## config.mk

```make
export PLATFORM = sky130hd
export DESIGN_NAME = local_interrupt_timer_registers
export DESIGN_NICKNAME = d
export VERILOG_FILES = /design/src/hw/rtl/litr_pkg.sv /design/src/hw/rtl/local_interrupt_timer_registers.sv
export SDC_FILE = /design/constraint.sdc
export NUM_CORES = 1
export LEC_CHECK = 0
export ABC_AREA = 1
export BUFFER_PORTS_ARGS = -buffer_cell sky130_fd_sc_hd__buf_2
export CAP_MARGIN = 20
export CORE_MARGIN = 1
export CORE_UTILIZATION = 45
export DETAILED_ROUTE_END_ITERATION = 8
export PLACE_DENSITY_LB_ADDON = 0.05
export SYNTH_ARGS = -nofsm -noshare
export SYNTH_HDL_FRONTEND = slang
export SYNTH_SLANG_ARGS = --single-unit
```

## constraint.sdc

```tcl
create_clock -name i_clk -period 3.58 [get_ports i_clk]
set_input_delay 0 -clock i_clk [delete_from_list [all_inputs] [get_ports i_clk]]
set_output_delay 0 -clock i_clk [all_outputs]
set_load 0.02 [all_outputs]
```

## src/hw/rtl/litr_pkg.sv

```systemverilog
package litr_pkg;

    localparam int unsigned OffW   = 12;
    localparam int unsigned WordW  = 32;
    localparam int unsigned VecW   = 8;
    localparam int unsigned CfgW   = 8;
    localparam int unsigned CfgIdxW = 1;
    localparam int unsigned PreW   = 7;
    localparam int unsigned InDataW  = 48;
    localparam int unsigned OutDataW = 48;

    typedef enum logic [1:0] {
        OP_READ  = 2'd0,
        OP_WRITE = 2'd1,
        OP_TICK  = 2'd2,
        OP_NONE  = 2'd3
    } t_opcode;

    typedef enum logic [CfgIdxW-1:0] {
        CFG_UNIT_ID = 1'b0,
        CFG_VERSION = 1'b1
    } t_cfg_idx;

    localparam logic [OffW-1:0] OFF_ID       = 12'h020;
    localparam logic [OffW-1:0] OFF_VERSION  = 12'h030;
    localparam logic [OffW-1:0] OFF_EOI      = 12'h0b0;
    localparam logic [OffW-1:0] OFF_SPURIOUS = 12'h0f0;
    localparam logic [OffW-1:0] OFF_LVT      = 12'h320;
    localparam logic [OffW-1:0] OFF_INITIAL  = 12'h380;
    localparam logic [OffW-1:0] OFF_CURRENT  = 12'h390;
    localparam logic [OffW-1:0] OFF_DIVIDE   = 12'h3e0;

    localparam int unsigned LVT_MASK_BIT     = 16;
    localparam int unsigned LVT_PERIODIC_BIT = 17;
    localparam int unsigned SW_ENABLE_BIT    = 8;
    localparam logic [3:0]  DIVIDE_BITS      = 4'b1011;
    localparam logic [3:0]  DIVIDE_RESET     = 4'b0000;
    localparam logic [VecW-1:0] VERSION_RESET = 8'd20;

    // code bits 3,1,0 -> divide by 2..128, or by 1 when all three are set
    function automatic logic [PreW:0] divisor_of(logic [3:0] code);
        logic [2:0] sel;
        sel = {code[3], code[1:0]};
        if (sel == 3'd7) begin
            return 8'd1;
        end
        return 8'd2 << sel;
    endfunction

endpackage

```

## src/hw/rtl/local_interrupt_timer_registers.sv

```systemverilog
// Local interrupt-controller timer, register view.
// Input stream (s side): each item is a register read, a register write or one
// timer clock tick; tuser carries the opcode, tdata the offset and write data.
// Output stream (m side): exactly one result item per input item, carrying read
// data (zero for writes and ticks) and any interrupt delivered with that item.
// The result is registered; it waits in the skid register if the receiver
// stalls. Throughput: one item per cycle while tready is high; the register
// state is updated in the accept cycle so the next item sees it immediately.
// A two-entry output buffer (result register plus skid register) lets the
// block keep accepting one more item while the receiver stalls; tready drops
// only once both entries are full and rises again when the receiver takes one.
// Configuration (unit id, version) is written through the plain write port;
// the user must do so only while the block is idle; the block does not enforce it.
// Reset (synchronous, active low) empties the output buffer and returns all
// timer registers to their reset values: LVT masked and one-shot, counters
// stopped, divide by two, software disabled, spurious vector all ones.
module local_interrupt_timer_registers (
    input  logic                               i_clk,
    input  logic                               i_rst_n,
    input  logic                               i_cfg_we,
    input  logic [litr_pkg::CfgIdxW-1:0]       i_cfg_addr,
    input  logic [litr_pkg::CfgW-1:0]          i_cfg_data,
    input  logic                               i_s_tvalid,
    output logic                               o_s_tready,
    // tdata: reg_offset[11:0], write_data[43:12], zero fill
    input  logic [litr_pkg::InDataW-1:0]       i_s_tdata,
    // tuser: opcode[1:0]
    input  logic [1:0]                         i_s_tuser,
    output logic                               o_m_tvalid,
    input  logic                               i_m_tready,
    // tdata: read_data[31:0], irq_valid[32], irq_vector[40:33], zero fill
    output logic [litr_pkg::OutDataW-1:0]      o_m_tdata
);
    import litr_pkg::*;

    localparam int unsigned ResW = WordW + 1 + VecW;

    logic [CfgW-1:0]  r_unit_id, r_version;
    logic [VecW-1:0]  r_lvt_vector, n_lvt_vector;
    logic             r_lvt_masked, n_lvt_masked;
    logic             r_lvt_periodic, n_lvt_periodic;
    logic [WordW-1:0] r_initial, n_initial;
    logic [WordW-1:0] r_current, n_current;
    logic [3:0]       r_divide, n_divide;
    logic [PreW-1:0]  r_prescale, n_prescale;
    logic             r_sw_enable, n_sw_enable;
    logic [VecW-1:0]  r_spurious, n_spurious;
    logic             r_in_service, n_in_service;
    logic             r_held, n_held;

    logic             r_out_valid, r_skid_valid;
    logic [ResW-1:0]  r_out, r_skid;

    t_opcode          opcode;
    logic [OffW-1:0]  offset;
    logic [WordW-1:0] wdata;
    logic             accept;
    logic [WordW-1:0] rd;
    logic             irq;
    logic [VecW-1:0]  vec;
    logic [PreW:0]    pre_next;
    logic [WordW-1:0] cur_dec;
    logic [ResW-1:0]  result;

    assign opcode = t_opcode'(i_s_tuser);
    assign offset = i_s_tdata[OffW-1:0];
    assign wdata  = i_s_tdata[OffW +: WordW];
    assign o_s_tready = !r_skid_valid;
    assign accept = i_s_tvalid && o_s_tready;

    assign pre_next = {1'b0, r_prescale} + {{PreW{1'b0}}, 1'b1};
    assign cur_dec  = r_current - {{(WordW-1){1'b0}}, 1'b1};

    always_comb begin
        rd = '0;
        unique case (offset)
            OFF_ID:       rd = {r_unit_id, {(WordW-CfgW){1'b0}}};
            OFF_VERSION:  rd = {{(WordW-CfgW){1'b0}}, r_version};
            OFF_SPURIOUS: rd = {{(WordW-VecW-1){1'b0}}, r_sw_enable, r_spurious};
            OFF_LVT: begin
                rd[VecW-1:0]         = r_lvt_vector;
                rd[LVT_MASK_BIT]     = r_lvt_masked;
                rd[LVT_PERIODIC_BIT] = r_lvt_periodic;
            end
            OFF_INITIAL:  rd = r_initial;
            OFF_CURRENT:  rd = r_current;
            OFF_DIVIDE:   rd = {{(WordW-4){1'b0}}, r_divide};
            default:      rd = '0;
        endcase
        if (opcode != OP_READ) begin
            rd = '0;
        end
    end

    always_comb begin
        n_lvt_vector   = r_lvt_vector;
        n_lvt_masked   = r_lvt_masked;
        n_lvt_periodic = r_lvt_periodic;
        n_initial      = r_initial;
        n_current      = r_current;
        n_divide       = r_divide;
        n_prescale     = r_prescale;
        n_sw_enable    = r_sw_enable;
        n_spurious     = r_spurious;
        n_in_service   = r_in_service;
        n_held         = r_held;
        irq            = 1'b0;
        unique case (opcode)
            OP_WRITE: begin
                unique case (offset)
                    OFF_EOI: begin
                        n_in_service = r_held;
                        n_held       = 1'b0;
                        irq          = r_held;
                    end
                    OFF_SPURIOUS: begin
                        n_spurious  = wdata[VecW-1:0];
                        n_sw_enable = wdata[SW_ENABLE_BIT];
                    end
                    OFF_LVT: begin
                        n_lvt_vector   = wdata[VecW-1:0];
                        n_lvt_masked   = wdata[LVT_MASK_BIT];
                        n_lvt_periodic = wdata[LVT_PERIODIC_BIT];
                    end
                    OFF_INITIAL: begin
                        n_initial  = wdata;
                        n_current  = wdata;
                        n_prescale = '0;
                    end
                    OFF_DIVIDE: begin
                        n_divide   = wdata[3:0] & DIVIDE_BITS;
                        n_prescale = '0;
                    end
                    default: ;
                endcase
            end
            OP_TICK: begin
                if (r_current != '0) begin
                    if (pre_next >= divisor_of(r_divide)) begin
                        n_prescale = '0;
                        n_current  = cur_dec;
                        if (cur_dec == '0) begin
                            if (r_lvt_periodic) begin
                                n_current = r_initial;
                            end
                            if (!r_lvt_masked && r_sw_enable) begin
                                if (!r_in_service) begin
                                    n_in_service = 1'b1;
                                    irq          = 1'b1;
                                end else begin
                                    n_held = 1'b1;
                                end
                            end
                        end
                    end else begin
                        n_prescale = pre_next[PreW-1:0];
                    end
                end
            end
            default: ;
        endcase
        vec = irq ? r_lvt_vector : '0;
    end

    assign result = {vec, irq, rd};

    always_ff @(posedge i_clk) begin
        if (!i_rst_n) begin
            r_unit_id      <= '0;
            r_version      <= VERSION_RESET;
            r_lvt_vector   <= '0;
            r_lvt_masked   <= 1'b1;
            r_lvt_periodic <= 1'b0;
            r_initial      <= '0;
            r_current      <= '0;
            r_divide       <= DIVIDE_RESET;
            r_prescale     <= '0;
            r_sw_enable    <= 1'b0;
            r_spurious     <= '1;
            r_in_service   <= 1'b0;
            r_held         <= 1'b0;
        end else begin
            if (i_cfg_we) begin
                unique case (t_cfg_idx'(i_cfg_addr))
                    CFG_UNIT_ID: r_unit_id <= i_cfg_data;
                    CFG_VERSION: r_version <= i_cfg_data;
                    default: ;
                endcase
            end
            if (accept) begin
                r_lvt_vector   <= n_lvt_vector;
                r_lvt_masked   <= n_lvt_masked;
                r_lvt_periodic <= n_lvt_periodic;
                r_initial      <= n_initial;
                r_current      <= n_current;
                r_divide       <= n_divide;
                r_prescale     <= n_prescale;
                r_sw_enable    <= n_sw_enable;
                r_spurious     <= n_spurious;
                r_in_service   <= n_in_service;
                r_held         <= n_held;
            end
        end
    end

    // output buffer: result register in front, skid register behind it
    always_ff @(posedge i_clk) begin
        if (!i_rst_n) begin
            r_out_valid  <= 1'b0;
            r_skid_valid <= 1'b0;
        end else begin
            if (!r_out_valid || i_m_tready) begin
                r_out_valid  <= r_skid_valid || accept;
                r_skid_valid <= 1'b0;
            end else if (accept) begin
                r_skid_valid <= 1'b1;
            end
        end
    end

    always_ff @(posedge i_clk) begin
        if (!r_out_valid || i_m_tready) begin
            r_out <= r_skid_valid ? r_skid : result;
        end
        if (accept && r_out_valid && !i_m_tready) begin
            r_skid <= result;
        end
    end

    assign o_m_tvalid = r_out_valid;
    assign o_m_tdata  = {{(OutDataW-ResW){1'b0}}, r_out};

endmodule

```

# Word level (Yosys, flattened, before mapping)
# Cells that the tools add are included.
# totals
out_inout_bits	50
ff_bits	195
inputBits	64
word_cells	112
# classes
magnitude_cmp	1
n_eq_ne	19
n_addsub	2
n_shift	1
n_mux	44
reduce_logical	26
bitwise_logic	2
# op_table
cell	count
2-to-1 mux 32 bit	6
one-hot mux 32 bit (2 select lines)	1
equality test 12 x 10 -> 1 bit (second input constant)	4
one-hot mux 8 bit (6 select lines)	1
one-hot mux 14 bit (3 select lines)	1
2-to-1 mux 41 bit	1
2-to-1 mux 8 bit	5
logical NOT 32 bit	1
nonzero test 32 bit	1
subtractor 32 x 1 -> 32 bit (second input constant)	1
equality test 12 x 6 -> 1 bit (second input constant)	2
equality test 12 x 8 -> 1 bit (second input constant)	2
one-hot mux 8 bit (3 select lines)	1
2-to-1 mux 7 bit	3
2-to-1 mux 1 bit	20
inequality test 2 bit (second input constant)	7
one-hot mux 7 bit (2 select lines)	1
AND reduction 3 bit	4
adder 7 x 1 -> 8 bit (second input constant)	1
greater-or-equal comparator 8 bit	1
AND reduction 8 bit	1
left shift 2 x 3 -> 8 bit (first input constant)	1
AND reduction 7 bit	1
one-hot mux 1 bit (2 select lines)	3
14 further kinds	25

# Logic depth before layout (Yosys ltp)
# Gate-level depths: netlist of the first run.
# logic_depth
ltp_word	13
ltp_mapped	18
ltp_nobuf	18

# Worst setup path after synthesis of the first run
# Ideal clock, no wire load.
# synth_timing
path_type	register to register
startpoint	register r_out_valid (netlist: o_m_tvalid)
endpoint	register r_skid[0] (enable)
stages_incl_launch_ff	5
t_required_ns	3.140
synth_period_minus_slack_ns	3.451
setup_slack_ns	0.129
setup_time_ns	0.440
arrival_time_ns	3.011
n_path_buf	0
cell_sequence	dfxtp_1 inv_1 nor2_1 inv_1 nor2_1
# synth_via
elab_chain_cells	2
# synth_lines
element	line	text
start, declared	local_interrupt_timer_registers.sv:51	logic r_out_valid, r_skid_valid;
start signal, assigned	local_interrupt_timer_registers.sv:213	r_out_valid <= r_skid_valid || accept;
logical AND 1 bit (2 in series)	local_interrupt_timer_registers.sv:225	if (accept && r_out_valid && !i_m_tready) begin
end signal, assigned	local_interrupt_timer_registers.sv:226	r_skid <= result;
end, declared	local_interrupt_timer_registers.sv:52	logic [ResW-1:0] r_out, r_skid;
# No other way between the ends.
# A chain may end at the register's enable or synchronous reset.

# Worst setup path after layout of the first run
# layout_timing
startpoint	register r_current[0]
endpoint	register r_current[30]
# layout_via
elab_chain_cells	6
word_cells_on_any_way	10
classes_between	1 x add/sub; 1 x eq/ne; 5 x mux; 3 x reduce/logical
# layout_lines
element	line	text
start, declared	local_interrupt_timer_registers.sv:43	logic [WordW-1:0] r_current, n_current;
start signal, assigned	local_interrupt_timer_registers.sv:195	r_current <= n_current;
subtractor 32 x 1 -> 32 bit	local_interrupt_timer_registers.sv:72	assign cur_dec = r_current - {{(WordW-1){1'b0}}, 1'b1};
logical NOT 32 bit / 2-to-1 mux 32 bit (equally long branches)	local_interrupt_timer_registers.sv:142, local_interrupt_timer_registers.sv:143	
2-to-1 mux 32 bit	local_interrupt_timer_registers.sv:142	if (cur_dec == '0) begin
2-to-1 mux 32 bit	local_interrupt_timer_registers.sv:139	if (pre_next >= divisor_of(r_divide)) begin
2-to-1 mux 32 bit	local_interrupt_timer_registers.sv:138	if (r_current != '0) begin
one-hot mux 32 bit (2 select lines)	local_interrupt_timer_registers.sv:108	unique case (opcode)
# Parallel ways exist; a longest one is shown, timed or not. The select of a mux whose other input is x is not followed.

==> metrics.md, run 1 <==
| Metric | Value |
|---|---|
| Yosys warnings | 0 |
| Setup Buffers After CTS | 0 |
| Primary FF master, synth | dfxtp_1 |
| Lkg Pwr | a little over 5 nW |
| Switching pwr | 0.00181 W |
| Internal reg-to-reg setup slack | about 0.48 ns |
| Layout cells sized above 1 | 13.9% |
| CP Data Required Time | between 3 and 4 ns |
| CTS H-tree lvls | 4 |
| Nets@finish | 1,637 |
| Mapped Area | 0.0106 mm² |
| Yosys top cell by area | edfxtp_1 |
| First-pass GRT wire length | between 50,000 and 60,000 µm |
| Status | completed |
| Area delta synth->final | 17.5% |
| CP max FO | 21 |
| CTS sink count | approximately 200 |
| Die Ht | 156 µm |
| Cts bufs inserted | 17 |
| Post-synth EDFFs | 82 |
| Core Rows | 55 |
| Drt via density | between 5 and 6 |
| I/O Buffers | approximately 100 |
| Sw Ratio | between 30% and 40% |
| Most common cell in the synthesized netlist | nand2_1 |
| Clock Latency Late Sink | roughly 0.44 ns |
| Vias | 9,882 |
| Final std cells w/o fill | 1,884 |
| CTS Buffer Depth | 2 |
| Power Density | 442 mW/mm² |
| Count of different cell masters after synthesis | 49 |
| Final setup fails | 0 |
| Register area | 0.00473 mm² |
| TNS Setup | 0 ns |
| Max_cap viols | 0 |
| RR Startpoint | r_current[0] |
| TritonCTS clock tree | built |
| Post-Place Cells | 1,804 |
| Worst hold path class | in2reg |
| Clock Pin Slew Worst Setup and Hold Paths | 0.08 ns |
| Detailed Place HPWL | 23,600 µm |
| Fin. Hold Viols | 0 |
| Max IR drop VDD | 0.355 mV |
| Sequential group share of total power | 44.2% |
| Detailed Route WL | ~32,000 µm |
| Gp weighted congestion | 0.951 |
| Filler Cell Count | 2,258 |
| Initial antenna violation count | 0 |
| Hold Crit Depth | 4 |
| RSZ-0062 raised after global routing | false |
| R2r endpoint | r_current[30] |
| Slew Limit Headroom | roughly half |
| Setup CP Type | reg2reg |
| Internal power | 0.00370 W |
| Routed WL per cell | 17.0 µm |
| Synth top area share | between 20% and 30% |
| CTS root buffer | clkbuf_16 |
| Fin worst setup slack | roughly 0.48 ns |
| Setup Skew | 0.0131 ns |
| Largest net degree at the start of global routing | 65 |
| DRC errors left | 0 |
| Combinational power share | 20.4% |
| Congestion Overflow GR | 0 |
| Synthesized flop and latch total | 195 |
| Initial Utilization | 46.3% |
| Core area | roughly 0.023 mm² |
| Placed inst area | 0.0114 mm² |
| Final Cell Area | ~0.012 mm² |
| CP Data Arrival Time | around 3.5 ns |
| Syn_area_per_cell | 7.44 µm² |
| Place WS | 0.501 ns |
| WHS Endpoint | r_skid[1] |
| Clock power share | about 35% |
| HP Start | i_m_tready |
| Register area share after synthesis | 44.5% |
| IO Pins | about 110 |
| Crit path time final | 3.10 ns |
| Vias in the first global route | 9,295 |
| Final ANT Viol Nets | 0 |
| GRT Overall Usage | between 20% and 30% |
| Worst r2r path cells | 15 |
| Worst slew pin tran | 0.762 ns |
| Top cells by area, synth | edfxtp_1 (23%), dfxtp_1 (21%), a21oi_1 (8.7%), nand2_1 (8.6%), nor2_1 (7.8%) |
| Cell count after synthesis | 1,427 |
| Final slew viol count | 0 |
| Post-synth ARST share | 0% |
| Total power | 0.00551 W |
| Die W | between 150 and 200 µm |
| Drt first pass iters | 5 |
| Final period utilization | 86.6% |
| DIE AREA | 0.0242 mm² |
| FMAX | 0.323 GHz |
| Crit. End Element | flip-flop |
| Crit start category | flip-flop |
| ANT cells | 0 |
| Synth top cells by count | nand2_1 (244), nor2_1 (220), a21oi_1 (184), inv_1 (172), dfxtp_1 (113) |
| Initial DRC Count | 755 |
| Multi-input gate area | 0.00491 mm² |
-- per-layer routing --
metal | track usage (%) | vias up | part of all wire, %
met4 | 9.01 | 0 | 2.1
met3 | 3.44 | 49 | 4.4
met2 | 45.4 | 266 | 47
li1 | - | 4983 | -
met5 | 0 | - | 0
met1 | 36.9 | 4584 | 47
-- sequential cells by signal (all words and copies together) (netlist names) --
| name | count |
|---|---|
| r_sw_enable | 1 |
| r_skid | 41 |
| r_divide | 3 |
| r_out | 41 |
| r_spurious | 8 |
| r_lvt_masked | 1 |
| r_initial | 32 |
| r_version | 8 |
| r_current | 32 |
| r_held | 1 |
| o_m_tvalid | 1 |
| r_prescale | 7 |
| r_lvt_periodic | 1 |
| r_lvt_vector | 8 |
| r_unit_id | 8 |
| r_skid_valid | 1 |
| r_in_service | 1 |
-- final cells by class --
type,instances,share of cell area (%)
clock buffers,17,3.41
clock inverters,15,1.34
inverters,179,5.39
multi-input cells,992,39.4
flip-flops and latches,195,37.9
well taps,313,3.14
repair buffers,173,9.43
-- power by group through the flow --
stage	combinational, W	sequential [W]	clock, W
after floorplan	0.000733	0.00251	0
after global placement	0.00106	0.00249	0
after detailed placement	0.00107	0.00249	0
after CTS	0.00112	0.00244	0.00199
after global routing	0.00126	0.00245	0.00207
final	0.00112	0.00244	0.00195
-- critical path, cell delays in order (launching register included) --
cell and delay, ns:
dfxtp_1 0.35, inv_1 0.20, ha_1 0.37, nand2_4 0.11, nor2_4 0.34, nand2_1 0.18, o21ai_1 0.16, nand2_1 0.15
nor2_1 0.13, nand2_1 0.08, nor2_2 0.20, nand3_4 0.21, buf_12 0.23, o21ai_2 0.11, nand2_1 0.06, a21oi_1 0.14
-- repair_timing --
action                     in CTS  in global routing
hold buffers                   48                  0
gates resized for setup         0                  0
hold endpoints to repair      102                  0
setup endpoints to repair       0                  0
-- through the flow --
stage          hold WS (ns)  utilization [%]
3_3_place_gp          0.264             49.7
6_report             0.0361             54.4
2_1_floorplan         0.130                -
4_1_cts              0.0240             54.4
3_5_place_dp          0.264             49.7
5_1_grt              0.0535             54.4
-- cell usage in the layout, fill, tap and decap left out, drive strengths merged, types with 23 or more instances in the layout --
master         n
o21ai        147
edfxtp        82
dfxtp        113
nor2         233
buf          125
dlygate4sd3   48
nand2        250
a21oi        185
nand3         61
nand4         23
inv          187
-- how the worst max path moves through the flow --
stage                       from       endpoint  slack (ns)
floorplan             o_m_tvalid      r_skid[0]        0.13
global placement    r_current[0]  r_current[25]        0.57
detailed placement  r_current[0]  r_current[31]        0.50
CTS                 r_current[0]  r_current[29]        0.48
global route        r_current[0]  r_current[25]        0.21
finish              r_current[0]  r_current[30]        0.48
-- cells by family after synthesis --
logic type,after synthesis,share of synthesized area (%)
and+or+nand+nor,584,23.5
AOI/OAI and AO/OA,368,18.9
buffers and inverters,246,9.54
DFF,195,44.5
adders and majority gates,15,1.77
xor gates and xnor gates,11,1.05
muxes,7,0.743
other,1,0.0353
Power figures use the tool's default switching activity.
==> inputs of run 2 (changes only) <==
- ABC_AREA: 1 -> 0
==> run 2 against run 1 <==
Effect of this change: combinational power decreased by 31%; final cell count decreased by 18%; via count decreased by 11%; first-iteration DRC count decreased by 19%; largest cell class unchanged; total power decreased by 5.7%; global-route usage decreased by 1.4 points; critical endpoint is now r_current[1].
==> metrics.md, run 2 <==
| Metric | Value |
|---|---|
| Clock Latency Late Sink | 0.45 ns (was 0.44 ns) |
| RR Startpoint | r_current[1] (was r_current[0]) |
| IO Pins | 114 (unchanged) |
| Crit. End Element | flip-flop (unchanged) |
| Post-Place Cells | 1,474 (was 1,804) |
| Area delta synth->final | 19.5% (was 17.5%) |
| Most frequent cells in the layout | nand2_1 (173), dfxtp_1 (113), nor2_1 (109) (was nand2_1 (243), nor2_1 (219), a21oi_1 (184)) |
| Initial antenna violation count | 0 (unchanged) |
| Max IR drop VDD | 0.296 mV (was 0.355 mV) |
| Setup Skew | 0.0132 ns (was 0.0131 ns) |
| First-pass GRT wire length | 47,300 µm (was 50,900 µm) |
| Drt via density | 5.72 (was 5.25) |
| WHS Endpoint | r_version[1] (was r_skid[1]) |
| Count of different cell masters after synthesis | 72 (was 49) |
| Core Rows | 54 (was 55) |
| R2r endpoint | r_current[1] (was r_current[30]) |
| CP max FO | 4 (was 21) |
| Place WS | 0.152 ns (was 0.501 ns) |
| Crit-path slowest cell | or4_1 (was ha_1) |
| Detailed Route WL | 29,900 µm (was 32,000 µm) |
| FMAX | 0.297 GHz (was 0.323 GHz) |
| Fin. Hold Viols | 0 (unchanged) |
| CTS root buffer | clkbuf_16 (unchanged) |
| Die Ht | 153 µm (was 156 µm) |
| Register area | 0.00472 mm² (was 0.00473 mm²) |
| Die W | 153 µm (was 156 µm) |
| Synth top area share | 24.0% (was 23.2%) |
| ANT cells | 0 (unchanged) |
| Detailed Place HPWL | 21,200 µm (was 23,600 µm) |
| Yosys top cell by area | edfxtp_1 (unchanged) |
| Synth top cells by count | nand2_1 (173), dfxtp_1 (113), nor2_1 (110), edfxtp_1 (82), a21oi_1 (76) (was nand2_1 (244), nor2_1 (220), a21oi_1 (184), inv_1 (172), dfxtp_1 (113)) |
| Slew Limit Headroom | 36.2% (was 49.2%) |
| Most common cell in the synthesized netlist | nand2_1 (unchanged) |
| CTS Buffer Depth | 2 (unchanged) |
| Fin worst setup slack | 0.209 ns (was 0.480 ns) |
| Congestion Overflow GR | 0 (unchanged) |
| Hold Crit Depth | 4 (unchanged) |
| Largest registers | r_out: 41 flops, r_skid: 41 flops (unchanged) |
| Clock Pin Slew Worst Setup and Hold Paths | 0.09 ns (was 0.08 ns) |
| TritonCTS clock tree | built (unchanged) |
| RSZ-0062 raised after global routing | false (unchanged) |
| CP Data Required Time | 3.92 ns (was 3.94 ns) |
| Mapped Area | 0.0102 mm² (was 0.0106 mm²) |
| Power Density | 424 mW/mm² (was 442 mW/mm²) |
| Internal reg-to-reg setup slack | 0.21 ns (was 0.48 ns) |
| I/O Buffers | 102 (unchanged) |
| Primary FF master, synth | dfxtp_1 (unchanged) |
| Delay of the slowest critical-path stage | 0.51 ns (was 0.37 ns) |
| Drt first pass iters | 5 (unchanged) |
| CTS sink count | 195 (unchanged) |
| Filler Cell Count | 2,069 (was 2,258) |
| Top cells by area, synth | edfxtp_1 (24%), dfxtp_1 (22%), nand2_1 (6.3%), mux2i_1 (6.1%), nor2_1 (4.0%) (was edfxtp_1 (23%), dfxtp_1 (21%), a21oi_1 (8.7%), nand2_1 (8.6%), nor2_1 (7.8%)) |
| HP Start | i_cfg_we (was i_m_tready) |
| Register area share after synthesis | 46.1% (was 44.5%) |
| Final ANT Viol Nets | 0 (unchanged) |
| Lkg Pwr | 4.74 nW (was 5.20 nW) |
| Cts bufs inserted | 17 (unchanged) |
| Gp weighted congestion | 0.904 (was 0.951) |
| DRC errors left | 0 (unchanged) |
| Total power | 0.00520 W (was 0.00551 W) |
| Post-synth ARST share | 0% (unchanged) |
| Final Cell Area | 0.0122 mm² (was 0.0125 mm²) |
| Yosys warnings | 0 (unchanged) |
| Final period utilization | 94.2% (was 86.6%) |
| Placed inst area | 0.0112 mm² (was 0.0114 mm²) |
| Nets@finish | 1,333 (was 1,637) |
| Syn_area_per_cell | 9.14 µm² (was 7.44 µm²) |
| Largest net degree at the start of global routing | 48 (was 65) |
| Layout cells sized above 1 | 19.3% (was 13.9%) |
| Routed WL per cell | 19.3 µm (was 17.0 µm) |
| Most common cell after layout, fill and taps aside | nand2_1 (unchanged) |
| Status | completed (unchanged) |
| Initial Utilization | 46.4% (was 46.3%) |
| Core area | 0.0221 mm² (was 0.0229 mm²) |
| Worst path cell trace | inv_1 -> ha_1 -> or3b_1 -> or4_1 -> o31a_1 -> nor4_1 -> nand4_1 -> nor4_2 -> mux2_2 -> a221oi_1 (was inv_1 -> ha_1 -> nand2_4 -> nor2_4 -> nand2_1 -> o21ai_1 -> nand2_1 -> nor2_1 -> nand2_1 -> nor2_2 -> nand3_4 -> buf_12 -> o21ai_2 -> nand2_1 -> a21oi_1) |
| Worst hold path class | in2reg (unchanged) |
| GRT Overall Usage | 25.9% (was 27.3%) |
| Crit path time final | 3.37 ns (was 3.10 ns) |
| Worst r2r path cells | 10 (was 15) |
| CP Launch Point | r_current[1] (was r_current[0]) |
| TNS Setup | 0 ns (unchanged) |
| Worst slew pin tran | 0.955 ns (was 0.762 ns) |
| Post-synth EDFFs | 82 (unchanged) |
| Vias | 8,842 (was 9,882) |
| Synthesized flop and latch total | 195 (unchanged) |
| Final slew viol count | 0 (unchanged) |
| DIE AREA | 0.0234 mm² (was 0.0242 mm²) |
| Top cell family by delay on the critical path | simple AND/OR/NAND/NOR gates (unchanged) |
| CP Data Arrival Time | 3.72 ns (was 3.46 ns) |
| Crit start category | flip-flop (unchanged) |
| Initial DRC Count | 612 (was 755) |
| Multi-input gate area | 0.00512 mm² (was 0.00491 mm²) |
| Worst Path Buf+Inv | 1 (was 2) |
| Vias in the first global route | 8,476 (was 9,295) |
| Final setup fails | 0 (unchanged) |
| Final std cells w/o fill | 1,547 (was 1,884) |
| Max_cap viols | 0 (unchanged) |
| Cell count after synthesis | 1,121 (was 1,427) |
| Setup CP Type | reg2reg (unchanged) |
| CTS H-tree lvls | 4 (unchanged) |
[run 2: cell count changes in the layout (fill, tap and decap cells not counted), sizes merged, moves of 22 or more]
cell,delta
nand3,-44
inv,-167
nor4,+22
buf,+34
mux2i,+62
a21oi,-109
o21ai,-108
a211oi,+24
nor2,-123
nor3,+27
nand2,-77
[run 2: through the flow]
stage               hold WS (ns)  utilization, %
floorplan                  0.124               -
global placement           0.247            50.7
detailed placement         0.251            50.7
CTS                       0.0296            55.4
global route              0.0718            55.4
finish                    0.0451            55.4
[run 2: worst max-delay path by stage]
stage,end,cells after the start
after floorplan,r_out[40],12
after global placement,r_current[1],10
after detailed placement,r_current[1],10
after CTS,r_current[1],10
after global routing,r_skid[37],14
final,r_current[1],10
[run 2: tightest hold or removal path: stages]
cell     delay (ns)
buf_2          0.10
nand2_1        0.17
nand2_1        0.12
a21oi_1        0.05
[run 2: power by group]
group          internal, W  total, W  switching [W]
Combinational     0.000301  0.000772       0.000471
Sequential         0.00236   0.00240      0.0000368
Clock              0.00102   0.00203        0.00101
Total              0.00368   0.00520        0.00152
[run 2: final cells by class]
cell class | instances | area share (%)
tap | 280 | 2.86
sequential | 195 | 38.6
clock inverter | 15 | 1.62
inverter | 12 | 0.368
multi-input combinational | 828 | 41.8
clock buffer | 17 | 3.47
timing repair buffer | 200 | 11.3
[run 2: layer usage]
metal	vias up	global-route usage [%]	wire, µm
met5	-	0	0
met4	0	6.45	391
met3	37	3.63	1430
met2	235	42.7	14000
met1	4263	35.8	14100
li1	4307	-	-
[run 2: timing repair]
action                                  4_1_cts  5_1_grt
hold buffers                                 41        0
setup buffers                                 0        0
resized for setup                             0        2
endpoints found under the setup margin        0        1
hold endpoints to repair                     93        0
[run 2: cell families after synthesis]
| kind of cell | share of synthesized area [%] |
|---|---|
| buf+inv | 4.44 |
| flops | 46.1 |
| other cells | 0.0366 |
| xor+xnor | 1.97 |
| mux | 8.58 |
| fa+ha+maj | 1.83 |
| compound gates | 14.2 |
| simple gates | 22.8 |
